===== config.mk =====
export PLATFORM = sky130hd
export DESIGN_NAME = midpoint_ellipse_raster_unit
export DESIGN_NICKNAME = d
export VERILOG_FILES = /design/src/sv/mer_pkg.sv /design/src/sv/midpoint_ellipse_raster_unit.sv /design/src/sv/mer_ctrl.sv /design/src/sv/mer_datapath.sv
export VERILOG_INCLUDE_DIRS = /design/src /design/src/sv
export SDC_FILE = /design/constraint.sdc
export NUM_CORES = 2
export LEC_CHECK = 0
export BUFFER_PORTS_ARGS = -buffer_cell sky130_fd_sc_hd__buf_4
export CAP_MARGIN = 20
export CORE_UTILIZATION = 54
export DETAILED_ROUTE_END_ITERATION = 7
export PLACE_DENSITY = 0.73
export SETUP_SLACK_MARGIN = 0.2
export SLEW_MARGIN = 0
export SYNTH_ARGS = -nofsm -noshare
export SYNTH_HDL_FRONTEND = slang
export SYNTH_HIERARCHICAL = 1
export SYNTH_SLANG_ARGS = --single-unit

===== constraint.sdc =====
create_clock -name clk -period 9.2 [get_ports clk]
set_clock_uncertainty 0.2 [all_clocks]
set_input_delay 1.38 -clock clk [delete_from_list [all_inputs] [get_ports clk]]
set_output_delay 1.38 -clock clk [all_outputs]
set_load 0.02 [all_outputs]

===== src/sv/midpoint_ellipse_raster_unit_macros.svh =====
// Assertion macros for the midpoint ellipse raster unit.
// Used by the modules that carry assertions; expects clk and rst_n in scope.
`ifndef MIDPOINT_ELLIPSE_RASTER_UNIT_MACROS_SVH
`define MIDPOINT_ELLIPSE_RASTER_UNIT_MACROS_SVH

// same-cycle implication
`define MER_ASSERT_IMP(lbl, ante, cons, msg) \
  lbl: assert property (@(posedge clk) disable iff (!rst_n) (ante) |-> (cons)) \
    else $error(msg);

// next-cycle implication
`define MER_ASSERT_NXT(lbl, ante, cons, msg) \
  lbl: assert property (@(posedge clk) disable iff (!rst_n) (ante) |=> (cons)) \
    else $error(msg);

`endif


===== src/sv/mer_pkg.sv =====
`timescale 1ns / 1ps
// Shared types and constants of the midpoint ellipse raster unit.
// No dependencies.
package mer_pkg;

  localparam int AXIS_BITS_DEF  = 10;
  localparam int COORD_BITS_DEF = 11;

  localparam logic FUNC_START   = 1'b0;
  localparam logic FUNC_ADVANCE = 1'b1;

  localparam logic [1:0] EMIT_LAST = 2'd3;

  typedef enum logic [4:0] {
    ST_IDLE,
    ST_A2,
    ST_B2,
    ST_AB,
    ST_INIT,
    ST_STEP,
    ST_BX,
    ST_AY,
    ST_UPD,
    ST_BTX,
    ST_SQ1,
    ST_ATY,
    ST_SQ2,
    ST_ABM,
    ST_SQ3,
    ST_FIN,
    ST_EMIT
  } state_t;

  typedef enum logic [3:0] {
    MUL_NONE,
    MUL_AA,
    MUL_BB,
    MUL_A2B,
    MUL_B2X,
    MUL_A2Y,
    MUL_BTX,
    MUL_ATY,
    MUL_AB,
    MUL_SQ
  } mul_sel_t;

  typedef enum logic [2:0] {
    DEC_NONE,
    DEC_INIT,
    DEC_STEP,
    DEC_SET,
    DEC_ADD4,
    DEC_SUB4
  } dec_op_t;

  typedef struct packed {
    logic       load;
    logic       step_xy;
    mul_sel_t   mul_sel;
    logic       cap_a2;
    logic       cap_b2;
    logic       cap_bx;
    dec_op_t    dec_op;
    logic       set_r2;
    logic       emit_ld;
    logic [1:0] emit_idx;
    logic       fin;
  } dp_cmd_t;

  typedef struct packed {
    logic y_zero;
    logic switch_go;
  } dp_sts_t;

endpackage


===== src/sv/midpoint_ellipse_raster_unit.sv =====
`timescale 1ns / 1ps
// Midpoint ellipse rasteriser. A start item (func 0) latches centre and semi-axes
// and yields the four mirrored pixels of (0, semi_y); each advance item (func 1)
// takes one midpoint step and yields the four mirrored pixels of the new point,
// the fourth marked last_pixel, all marked finished once y reaches 0. Advance
// items on a finished or idle outline are taken and yield nothing. All products
// go one a cycle through a single shared multiplier, which sets the cost: a
// start forms a^2, b^2, a^2*b and the initial decision, an advance steps the
// point, forms b^2*x and a^2*y and updates the decision, and the step that moves
// into region 2 also rebuilds the decision for region 2; then pixels go one per
// cycle into the output register, held while a pixel waits there and out_ready
// is low. Input is taken only between items; the last pixel of one item may
// still wait in the output register.
// Depends on mer_pkg, mer_ctrl and mer_datapath.
module midpoint_ellipse_raster_unit #(
  parameter int AXIS_BITS  = mer_pkg::AXIS_BITS_DEF,
  parameter int COORD_BITS = mer_pkg::COORD_BITS_DEF
) (
  input  logic                         clk,
  input  logic                         rst_n,
  input  logic                         in_valid,
  output logic                         in_ready,
  input  logic                         in_func,
  input  logic [COORD_BITS-1:0]        in_center_x,
  input  logic [COORD_BITS-1:0]        in_center_y,
  input  logic [AXIS_BITS-1:0]         in_semi_x,
  input  logic [AXIS_BITS-1:0]         in_semi_y,
  output logic                         out_valid,
  input  logic                         out_ready,
  output logic signed [COORD_BITS+1:0] out_pixel_x,
  output logic signed [COORD_BITS+1:0] out_pixel_y,
  output logic                         out_last_pixel,
  output logic                         out_finished
);
  import mer_pkg::*;

  dp_cmd_t cmd;
  dp_sts_t sts;

  mer_ctrl u_ctrl (
    .clk       (clk),
    .rst_n     (rst_n),
    .in_valid  (in_valid),
    .in_func   (in_func),
    .in_ready  (in_ready),
    .out_valid (out_valid),
    .out_ready (out_ready),
    .cmd       (cmd),
    .sts       (sts)
  );

  mer_datapath #(
    .AXIS_BITS  (AXIS_BITS),
    .COORD_BITS (COORD_BITS)
  ) u_dp (
    .clk            (clk),
    .cmd            (cmd),
    .sts            (sts),
    .in_center_x    (in_center_x),
    .in_center_y    (in_center_y),
    .in_semi_x      (in_semi_x),
    .in_semi_y      (in_semi_y),
    .out_pixel_x    (out_pixel_x),
    .out_pixel_y    (out_pixel_y),
    .out_last_pixel (out_last_pixel),
    .out_finished   (out_finished)
  );

endmodule


===== src/sv/mer_ctrl.sv =====
`timescale 1ns / 1ps
// Sequencer of the midpoint ellipse raster unit: handshakes, step order, emit.
// Depends on mer_pkg and midpoint_ellipse_raster_unit_macros.svh.
`include "midpoint_ellipse_raster_unit_macros.svh"

module mer_ctrl (
  input  logic            clk,
  input  logic            rst_n,
  input  logic            in_valid,
  input  logic            in_func,
  output logic            in_ready,
  output logic            out_valid,
  input  logic            out_ready,
  output mer_pkg::dp_cmd_t cmd,
  input  mer_pkg::dp_sts_t sts
);
  import mer_pkg::*;

  state_t     state_r, state_nxt;
  logic       active_r, active_nxt;
  logic       out_valid_r, out_valid_nxt;
  logic [1:0] cnt_r, cnt_nxt;
  logic       ld;

  always_ff @(posedge clk) begin
    if (!rst_n) begin
      state_r     <= ST_IDLE;
      active_r    <= 1'b0;
      out_valid_r <= 1'b0;
      cnt_r       <= '0;
    end else begin
      state_r     <= state_nxt;
      active_r    <= active_nxt;
      out_valid_r <= out_valid_nxt;
      cnt_r       <= cnt_nxt;
    end
  end

  assign ld = (state_r == ST_EMIT) && (!out_valid_r || out_ready);

  always_comb begin
    state_nxt     = state_r;
    active_nxt    = active_r;
    cnt_nxt       = cnt_r;
    out_valid_nxt = ld ? 1'b1 : (out_ready ? 1'b0 : out_valid_r);
    cmd           = '0;
    in_ready      = 1'b0;
    case (state_r)
      ST_IDLE: begin
        in_ready = 1'b1;
        if (in_valid) begin
          if (in_func == FUNC_START) begin
            cmd.load  = 1'b1;
            state_nxt = ST_A2;
          end else if (active_r) begin
            state_nxt = ST_STEP;
          end
        end
      end
      ST_A2: begin
        cmd.mul_sel = MUL_AA;
        state_nxt   = ST_B2;
      end
      ST_B2: begin
        cmd.mul_sel = MUL_BB;
        cmd.cap_a2  = 1'b1;
        state_nxt   = ST_AB;
      end
      ST_AB: begin
        cmd.mul_sel = MUL_A2B;
        cmd.cap_b2  = 1'b1;
        state_nxt   = ST_INIT;
      end
      ST_INIT: begin
        cmd.dec_op = DEC_INIT;
        active_nxt = !sts.y_zero;
        state_nxt  = ST_EMIT;
      end
      ST_STEP: begin
        cmd.step_xy = 1'b1;
        state_nxt   = ST_BX;
      end
      ST_BX: begin
        cmd.mul_sel = MUL_B2X;
        state_nxt   = ST_AY;
      end
      ST_AY: begin
        cmd.mul_sel = MUL_A2Y;
        cmd.cap_bx  = 1'b1;
        state_nxt   = ST_UPD;
      end
      ST_UPD: begin
        cmd.dec_op = DEC_STEP;
        if (sts.y_zero) begin
          active_nxt = 1'b0;
          state_nxt  = ST_EMIT;
        end else if (sts.switch_go) begin
          state_nxt = ST_BTX;
        end else begin
          state_nxt = ST_EMIT;
        end
      end
      // region 2 entry: (b*tx)^2 + 4(a*ty)^2 - 4(a*b)^2
      ST_BTX: begin
        cmd.mul_sel = MUL_BTX;
        state_nxt   = ST_SQ1;
      end
      ST_SQ1: begin
        cmd.mul_sel = MUL_SQ;
        state_nxt   = ST_ATY;
      end
      ST_ATY: begin
        cmd.mul_sel = MUL_ATY;
        cmd.dec_op  = DEC_SET;
        state_nxt   = ST_SQ2;
      end
      ST_SQ2: begin
        cmd.mul_sel = MUL_SQ;
        state_nxt   = ST_ABM;
      end
      ST_ABM: begin
        cmd.mul_sel = MUL_AB;
        cmd.dec_op  = DEC_ADD4;
        state_nxt   = ST_SQ3;
      end
      ST_SQ3: begin
        cmd.mul_sel = MUL_SQ;
        state_nxt   = ST_FIN;
      end
      ST_FIN: begin
        cmd.dec_op = DEC_SUB4;
        cmd.set_r2 = 1'b1;
        state_nxt  = ST_EMIT;
      end
      ST_EMIT: begin
        cmd.emit_ld  = ld;
        cmd.emit_idx = cnt_r;
        cmd.fin      = !active_r;
        if (ld) begin
          cnt_nxt = cnt_r + 2'd1;
          if (cnt_r == EMIT_LAST) begin
            state_nxt = ST_IDLE;
          end
        end
      end
      default: begin
        state_nxt = ST_IDLE;
      end
    endcase
  end

  assign out_valid = out_valid_r;

  `MER_ASSERT_IMP(a_valid_from_emit, $rose(out_valid_r), $past(state_r) == ST_EMIT,
                  "result valid raised outside emit")
  `MER_ASSERT_NXT(a_drop_when_done,
                  in_valid && in_ready && (in_func == FUNC_ADVANCE) && !active_r,
                  state_r == ST_IDLE, "advance on finished outline started work")
  `MER_ASSERT_NXT(a_end_clears_active, (state_r == ST_UPD) && sts.y_zero, !active_r,
                  "outline end did not clear active")
  `MER_ASSERT_NXT(a_entry_to_emit, state_r == ST_FIN, state_r == ST_EMIT,
                  "region 2 entry did not go on to emit")

endmodule


===== src/sv/mer_datapath.sv =====
`timescale 1ns / 1ps
// Datapath of the midpoint ellipse raster unit: operands, shared multiplier,
// decision accumulator, point and pixel output registers. Depends on mer_pkg.
module mer_datapath #(
  parameter int AXIS_BITS  = mer_pkg::AXIS_BITS_DEF,
  parameter int COORD_BITS = mer_pkg::COORD_BITS_DEF
) (
  input  logic                          clk,
  input  mer_pkg::dp_cmd_t              cmd,
  output mer_pkg::dp_sts_t              sts,
  input  logic [COORD_BITS-1:0]         in_center_x,
  input  logic [COORD_BITS-1:0]         in_center_y,
  input  logic [AXIS_BITS-1:0]          in_semi_x,
  input  logic [AXIS_BITS-1:0]          in_semi_y,
  output logic signed [COORD_BITS+1:0]  out_pixel_x,
  output logic signed [COORD_BITS+1:0]  out_pixel_y,
  output logic                          out_last_pixel,
  output logic                          out_finished
);
  import mer_pkg::*;

  localparam int MW    = 2 * AXIS_BITS + 1;
  localparam int PW    = 2 * MW;
  localparam int DW    = 4 * AXIS_BITS + 4;
  localparam int PIX_W = COORD_BITS + 2;

  logic [COORD_BITS-1:0]  cx_r, cy_r;
  logic [AXIS_BITS-1:0]   a_r, b_r, x_r, y_r;
  logic [2*AXIS_BITS-1:0] a2_r, b2_r;
  logic [3*AXIS_BITS-1:0] bx_r;
  logic [PW-1:0]          prod_r;
  logic [DW-1:0]          dec_r, dec_nxt;
  logic                   r2_r, se_r;
  logic [PIX_W-1:0]       px_r, py_r;
  logic                   last_r, fin_r;

  logic [MW-1:0]          op_a, op_b;
  logic [PW-1:0]          mul_res;
  logic [AXIS_BITS-1:0]   x_inc;
  logic                   dec_pos, se_now;
  logic                   use_bx, use_ay;
  logic [PIX_W-1:0]       cx_e, cy_e, x_e, y_e;

  assign dec_pos = !dec_r[DW-1] && (dec_r != '0);
  assign x_inc   = (x_r == '1) ? x_r : x_r + 1'b1;
  assign se_now  = r2_r ? !dec_pos : dec_pos;

  always_comb begin
    op_a = '0;
    op_b = '0;
    case (cmd.mul_sel)
      MUL_AA:  begin op_a = MW'(a_r);  op_b = MW'(a_r); end
      MUL_BB:  begin op_a = MW'(b_r);  op_b = MW'(b_r); end
      MUL_A2B: begin op_a = MW'(a2_r); op_b = MW'(b_r); end
      MUL_B2X: begin op_a = MW'(b2_r); op_b = MW'(x_r); end
      MUL_A2Y: begin op_a = MW'(a2_r); op_b = MW'(y_r); end
      MUL_BTX: begin op_a = MW'(b_r);  op_b = MW'({x_r, 1'b1}); end
      MUL_ATY: begin op_a = MW'(a_r);  op_b = MW'(y_r - 1'b1); end
      MUL_AB:  begin op_a = MW'(a_r);  op_b = MW'(b_r); end
      MUL_SQ:  begin op_a = prod_r[MW-1:0]; op_b = prod_r[MW-1:0]; end
      default: begin op_a = '0; op_b = '0; end
    endcase
  end

  assign mul_res = PW'(op_a) * PW'(op_b);

  // region 1 adds 4b^2, region 2 adds 4a^2; x and y terms as the move requires
  assign use_bx = !r2_r || se_r;
  assign use_ay = r2_r || se_r;

  always_comb begin
    dec_nxt = dec_r;
    case (cmd.dec_op)
      DEC_INIT: dec_nxt = (DW'(b2_r) << 2) - (DW'(prod_r) << 2) + DW'(a2_r);
      DEC_STEP: dec_nxt = dec_r
                          + (r2_r ? (DW'(a2_r) << 2) : (DW'(b2_r) << 2))
                          + (use_bx ? (DW'(bx_r) << 3) : '0)
                          - (use_ay ? (DW'(prod_r) << 3) : '0);
      DEC_SET:  dec_nxt = DW'(prod_r);
      DEC_ADD4: dec_nxt = dec_r + (DW'(prod_r) << 2);
      DEC_SUB4: dec_nxt = dec_r - (DW'(prod_r) << 2);
      default:  dec_nxt = dec_r;
    endcase
  end

  always_ff @(posedge clk) begin
    if (cmd.load) begin
      cx_r <= in_center_x;
      cy_r <= in_center_y;
      a_r  <= in_semi_x;
      b_r  <= in_semi_y;
      x_r  <= '0;
      y_r  <= in_semi_y;
      r2_r <= 1'b0;
    end else begin
      if (cmd.step_xy) begin
        se_r <= se_now;
        if (r2_r) begin
          y_r <= y_r - 1'b1;
          if (se_now) x_r <= x_inc;
        end else begin
          x_r <= x_inc;
          if (se_now) y_r <= y_r - 1'b1;
        end
      end
      if (cmd.set_r2) r2_r <= 1'b1;
    end
    if (cmd.mul_sel != MUL_NONE) prod_r <= mul_res;
    if (cmd.cap_a2) a2_r <= prod_r[2*AXIS_BITS-1:0];
    if (cmd.cap_b2) b2_r <= prod_r[2*AXIS_BITS-1:0];
    if (cmd.cap_bx) bx_r <= prod_r[3*AXIS_BITS-1:0];
    dec_r <= dec_nxt;
  end

  assign sts.y_zero    = (y_r == '0);
  assign sts.switch_go = !r2_r && (PW'(bx_r) > prod_r);

  assign cx_e = PIX_W'(cx_r);
  assign cy_e = PIX_W'(cy_r);
  assign x_e  = PIX_W'(x_r);
  assign y_e  = PIX_W'(y_r);

  // item order: (+x,+y) (-x,+y) (+x,-y) (-x,-y)
  always_ff @(posedge clk) begin
    if (cmd.emit_ld) begin
      px_r   <= cmd.emit_idx[0] ? cx_e - x_e : cx_e + x_e;
      py_r   <= cmd.emit_idx[1] ? cy_e - y_e : cy_e + y_e;
      last_r <= (cmd.emit_idx == EMIT_LAST);
      fin_r  <= cmd.fin;
    end
  end

  assign out_pixel_x    = px_r;
  assign out_pixel_y    = py_r;
  assign out_last_pixel = last_r;
  assign out_finished   = fin_r;

endmodule

* Yosys cells after proc, flatten, opt, wreduce, memory -nomap -nowiden
Index checks and enable logic that the tools add are counted.
Word-level totals: RAM bits 0, latch bits 0, memories kept 0, bits in registers 257, ROM bits 0, input bits 47
Cells by class: bitwise operators 1, $lt $le $gt $ge 1, div/mod/pow operators 0, $mul 1, muxes and demuxes 40, reduce and logical (&&, ||, !) cells 33, $add $sub $neg 15, shift-type cells 0, eq/ne operators 39
Operator list (count):
- $pmux 44 s5 | 1
- $pmux 21 s7 | 1
- $add 44x44->44 | 3
- $pmux 21 s5 | 1
- $sub 44x44->44 | 2
- $pmux 5 s16 | 1
- $mux 10 | 7
- $add 44x20->44 | 1
- $mux 44 | 1
- $reduce_bool 44->1 | 1
- $sub 22x44->44 | 1
- $gt 30x42->1 | 1
- $mul 21x21->42 | 1
- $eq 5x4->1 const B | 8
- $pmux 4 s9 | 1
- $mux 5 | 7
- $mux 33 | 1
- $mux 13 | 2
- $add 11x10->12 | 2
- $sub 11x10->12 | 2
- $mux 22 | 1
- $eq 5x3->1 const B | 4
- $eq 4x3->1 const B | 4
- $pmux 3 s5 | 1
- 35 further kinds | 75

* Logic depth before layout (Yosys ltp)
depth in word-level cells 8, gate-level depth with buffers 41, mapped depth without buffers 35

* By module
Netlist, hierarchy kept.
By module, submodules not included:
- mer_datapath | times used 1, cells each 4001, area an instance 36094.6 um^2, sequential area each 7337.0 um^2
- mer_ctrl | times used 1, cells each 95, area an instance 706.9 um^2, sequential area each 180.2 um^2

* Worst setup path after synthesis
OpenSTA, ideal clock, no wires.
path kind register to register, start register u_ctrl.state_r[3], end register u_dp.prod_r[39] (data pin), slack 0.031 ns, library setup time 0.270 ns, cell stages (with the launch flop) 40, buffers on the path 6, arrival 8.699 ns, data required time 8.730 ns, cells stage by stage dfxtp_1 -> buf_4 -> buf_4 -> inv_1 -> nor3_1 -> a31oi_1 -> nor2_1 -> clkbuf_1 -> nand2b_1 -> nor3b_1 -> clkbuf_1 -> a222oi_1 -> nand3_1 -> clkbuf_1 -> nand2_1 -> fa_1 -> inv_1 -> fa_1 -> (+4 left out) -> inv_1 -> fa_1 -> inv_1 -> fa_1 -> inv_1 -> fa_1 -> inv_1 -> ha_1 -> clkbuf_1 -> a21o_1 -> a21oi_1 -> o21ai_0 -> a311o_1 -> a21oi_1 -> o31ai_1 -> nand2_1 -> a311oi_1 -> xor2_1
RTL lines:
- start: declaration | RTL line mer_ctrl.sv:19 | state_t state_r, state_nxt;
- start signal: assignment | RTL line mer_ctrl.sv:32 | state_r <= state_nxt;
- end signal: assignment | RTL line mer_datapath.sv:108 | if (cmd.mul_sel != MUL_NONE) prod_r <= mul_res;
- end: declaration | RTL line mer_datapath.sv:31 | logic [PW-1:0] prod_r;

==> flow_summary.ini <==
[status]
outcome = complete, no violations

[clock_tree]
numClockSinks = 257
htreeDepth = 1
clockBufferDepth = 3
clock_latency_ps = 620
cts_root_buffer = clkbuf_16
ctsHoldBuffers = 0
cts_tree = done
cts.clk_slew.worst_paths_ps = 60
cts_inserted_buffers = 30

[timing]
worst_pin_slew_ps = 1080
period_minus_slack_ps = 8910
relSlewSlack = 0.282
rsz0062_at_grt = false
setup_violations = 0
max_freq_mhz = 112
maxSlewViolCount = 0
hold_violations = 0
period_share = 0.969

[global_route]
met1_usage = 0.487
grt_pass1_vias = 30000
grt_pass1_wl_mm = 175
met3_usage = 0.0544
met2_usage = 0.493
globalRoute.totalOverflow = 0
grt_max_degree = 69
grt_antenna_before_repair = 0
busiest_layer = met2
grt_usage = 0.327

[synth]
synth_edf_count = 237
synthXorXnorAreaFrac = 0.0540
synth_top_area_share = 0.234
yosys-mux-area-fraction = 0.00979
synthCells = 4096
yosys.cell_count.top_type = inv_1
netlist_top_cells_area = fa_1 (23%), edfxtp_1 (19%), ha_1 (13%)
synthesis.area_um2 = 36800
synth_compound_gate_area_share = 0.142
synth_ff_type = edfxtp_1
ys_types = 95
synth_common_cells = inv_1 (671), nand2_1 (489), fa_1 (431)
synthSimpleGateAreaFrac = 0.144
yosysWarnings = 6
synth_fa_ha_area_frac = 0.360
avgSynthCellArea_um2 = 8.98
synth_largest_area_cell = fa_1
synth_top_family_by_area = adder cells
ys_seq_area_frac = 0.204
synth_fp_nets = 4942
synth-seq-cells = 257
async_reset_ff_frac = 0

[min_path]
hold_class = reg -> reg
worstHoldStart = u_ctrl/active_r$_SDFFE_PN0P_
whs_path_depth = 2
min_to = u_ctrl/active_r$_SDFFE_PN0P_

[setup_path]
crit_buf_inv = 8
r2r-end = u_dp/prod_r[40]$_DFFE_PP_
cp-end-kind = register
slowest_delay_ps = 630
reg2regPathDepth = 34
required_ps = 9320
worstPathMaxFanout = 11
r2r-start = u_ctrl/state_r[3]$_SDFFE_PN0P_
crit_type = reg -> reg
cp_top_family = adder cells
crit_top_cell = fa_1
crit_path_top_delay_cell = fa_1
startpoint_type = register
cp.arrival_ps = 9030
r2r_slack_ps = 290

[place]
gp_congestion = 1.04
dpl_cell_area_um2 = 39100
hpwl_mm = 93.3
io_buffers = 76

[finish]
nFillCells = 5888
design_area_um2 = 40600
fin_nets = 5050
layout-drive-gt1-share = 0.0953
area.growth.synth_to_final_pct = 10.3
antenna_cells = 0

[drt]
via_per_inst = 5.98
drc = 0
vias = 30500
wire_per_inst_um = 22.3
firstDrtPassIters = 6
postRouteAntennaNets = 0
first_iter_violations = 3176
wl_mm = 114

[floorplan]
die-area_um2 = 69200
fp-row-count = 95
core-area_um2 = 67300
start_util = 0.547
dieHeight_um = 263
ioPinCount = 77
dieWidth_um = 263

[power_and_ir_drop]
peakVddDrop_mv = 0.239
power_leakage_uw = 0.0189
p_per_area_nw_per_um2 = 260
power_uw = 10600

[flow_run]
max_cap_viol_count = 0
[layer usage]
metal / vias up / wire length [um]
li1: 13900 / -
met1: 14900 / 49700
met2: 1533 / 48300
met3: 188 / 12200
met4: 0 / 3600
met5: - / 0
[logic make-up (layout without fill, tap and decap cells)]
logic type | count (synthesis) | in the layout
multiplexers | 35 | 35
AND/OR/NAND/NOR | 1151 | 1151
AO/OA/AOI/OAI | 788 | 788
flip-flops | 257 | 257
buffers and inverters | 839 | 971
adder cells (fa/ha/maj) | 799 | 799
XOR/XNOR | 227 | 227
[cell usage in the layout (no fill, tap or decap), types with 47 or more instances in the layout]
cell | synthesis | routed
ha_1 | 368 | 363
o21ai_0 | 144 | 141
nand3_1 | 56 | 47
nor2_1 | 262 | 254
edfxtp_1 | 237 | 237
a21o_1 | 97 | 97
fa_1 | 431 | 430
nand2_1 | 489 | 487
inv_1 | 671 | 671
and2_1 | 55 | 56
xnor2_1 | 162 | 162
xor2_1 | 65 | 65
buf_4 | 4 | 225
a21oi_1 | 248 | 240
[state kept, by name, summed over array words and instances, names as in the netlist, 13 cells and up]
signal / flops
u_dp/dec_r: 44
u_dp/prod_r: 42
u_dp/bx_r: 30
u_dp/a2_r: 20
u_dp/b2_r: 20
u_dp/out_pixel_x: 13
u_dp/out_pixel_y: 13
[repair_timing]
item / CTS / global route
buffers inserted: 0 / 17
gates cloned: 0 / 1
endpoints found under the setup margin: 14 / 18
pin swaps: 0 / 17
resized for setup: 13 / 56
[worst register-to-register path, delay by kind of cell (launching register included)]
| family | cells | cell delay [ps] |
|---|---|---|
| and+or+nand+nor | 4 | 420 |
| buffers and inverters | 8 | 980 |
| AOI/OAI and AO/OA | 12 | 2360 |
| muxes | 1 | 250 |
| adders and majority gates | 8 | 3960 |
| xor gates and xnor gates | 1 | 130 |
| DFF | 1 | 340 |
[area by class of cell]
class	instances	area, um^2	area share
multi-input cells	3000	26400	0.650
clock buffers	31	754	0.0186
inverters	673	2530	0.0622
repair buffers	242	1980	0.0487
well taps	873	1090	0.0269
clock inverters	25	338	0.00832
flip-flops and latches	257	7520	0.185
[stage by stage]
stage / setup TNS [ps] / hold WS (ps) / std cells / worst slack [ps] / util
after floorplan: 0 / 224 / 4096 / 188 / -
after global placement: 0 / 254 / 5025 / 27.4 / 0.580
after detailed placement: -8.96 / 261 / 5026 / -8.96 / 0.581
after CTS: 0 / 271 / 5082 / 156 / 0.598
after global routing: 0 / 293 / 5101 / 21.8 / 0.603
final: 0 / 279 / 5101 / 287 / 0.603
[where the power goes]
part	total (uW)	internal, uW	switching (uW)
combinational	7160	2780	4380
sequential	2060	1720	339
clock	1330	776	552
total	10600	5280	5270
[worst max-delay path by stage]
stage | start | end | cells after the start
floorplan | u_ctrl/state_r[3]$_SDFFE_PN0P_ | u_dp/prod_r[39]$_DFFE_PP_ | 39
global placement | u_ctrl/state_r[1]$_SDFFE_PN0P_ | u_dp/prod_r[40]$_DFFE_PP_ | 31
detailed placement | u_ctrl/state_r[1]$_SDFFE_PN0P_ | u_dp/prod_r[40]$_DFFE_PP_ | 34
CTS | u_ctrl/state_r[0]$_SDFFE_PN0P_ | u_dp/prod_r[40]$_DFFE_PP_ | 34
global route | u_ctrl/state_r[3]$_SDFFE_PN0P_ | u_dp/prod_r[40]$_DFFE_PP_ | 34
finish | u_ctrl/state_r[3]$_SDFFE_PN0P_ | u_dp/prod_r[40]$_DFFE_PP_ | 34
Power figures use the tool's default switching activity.
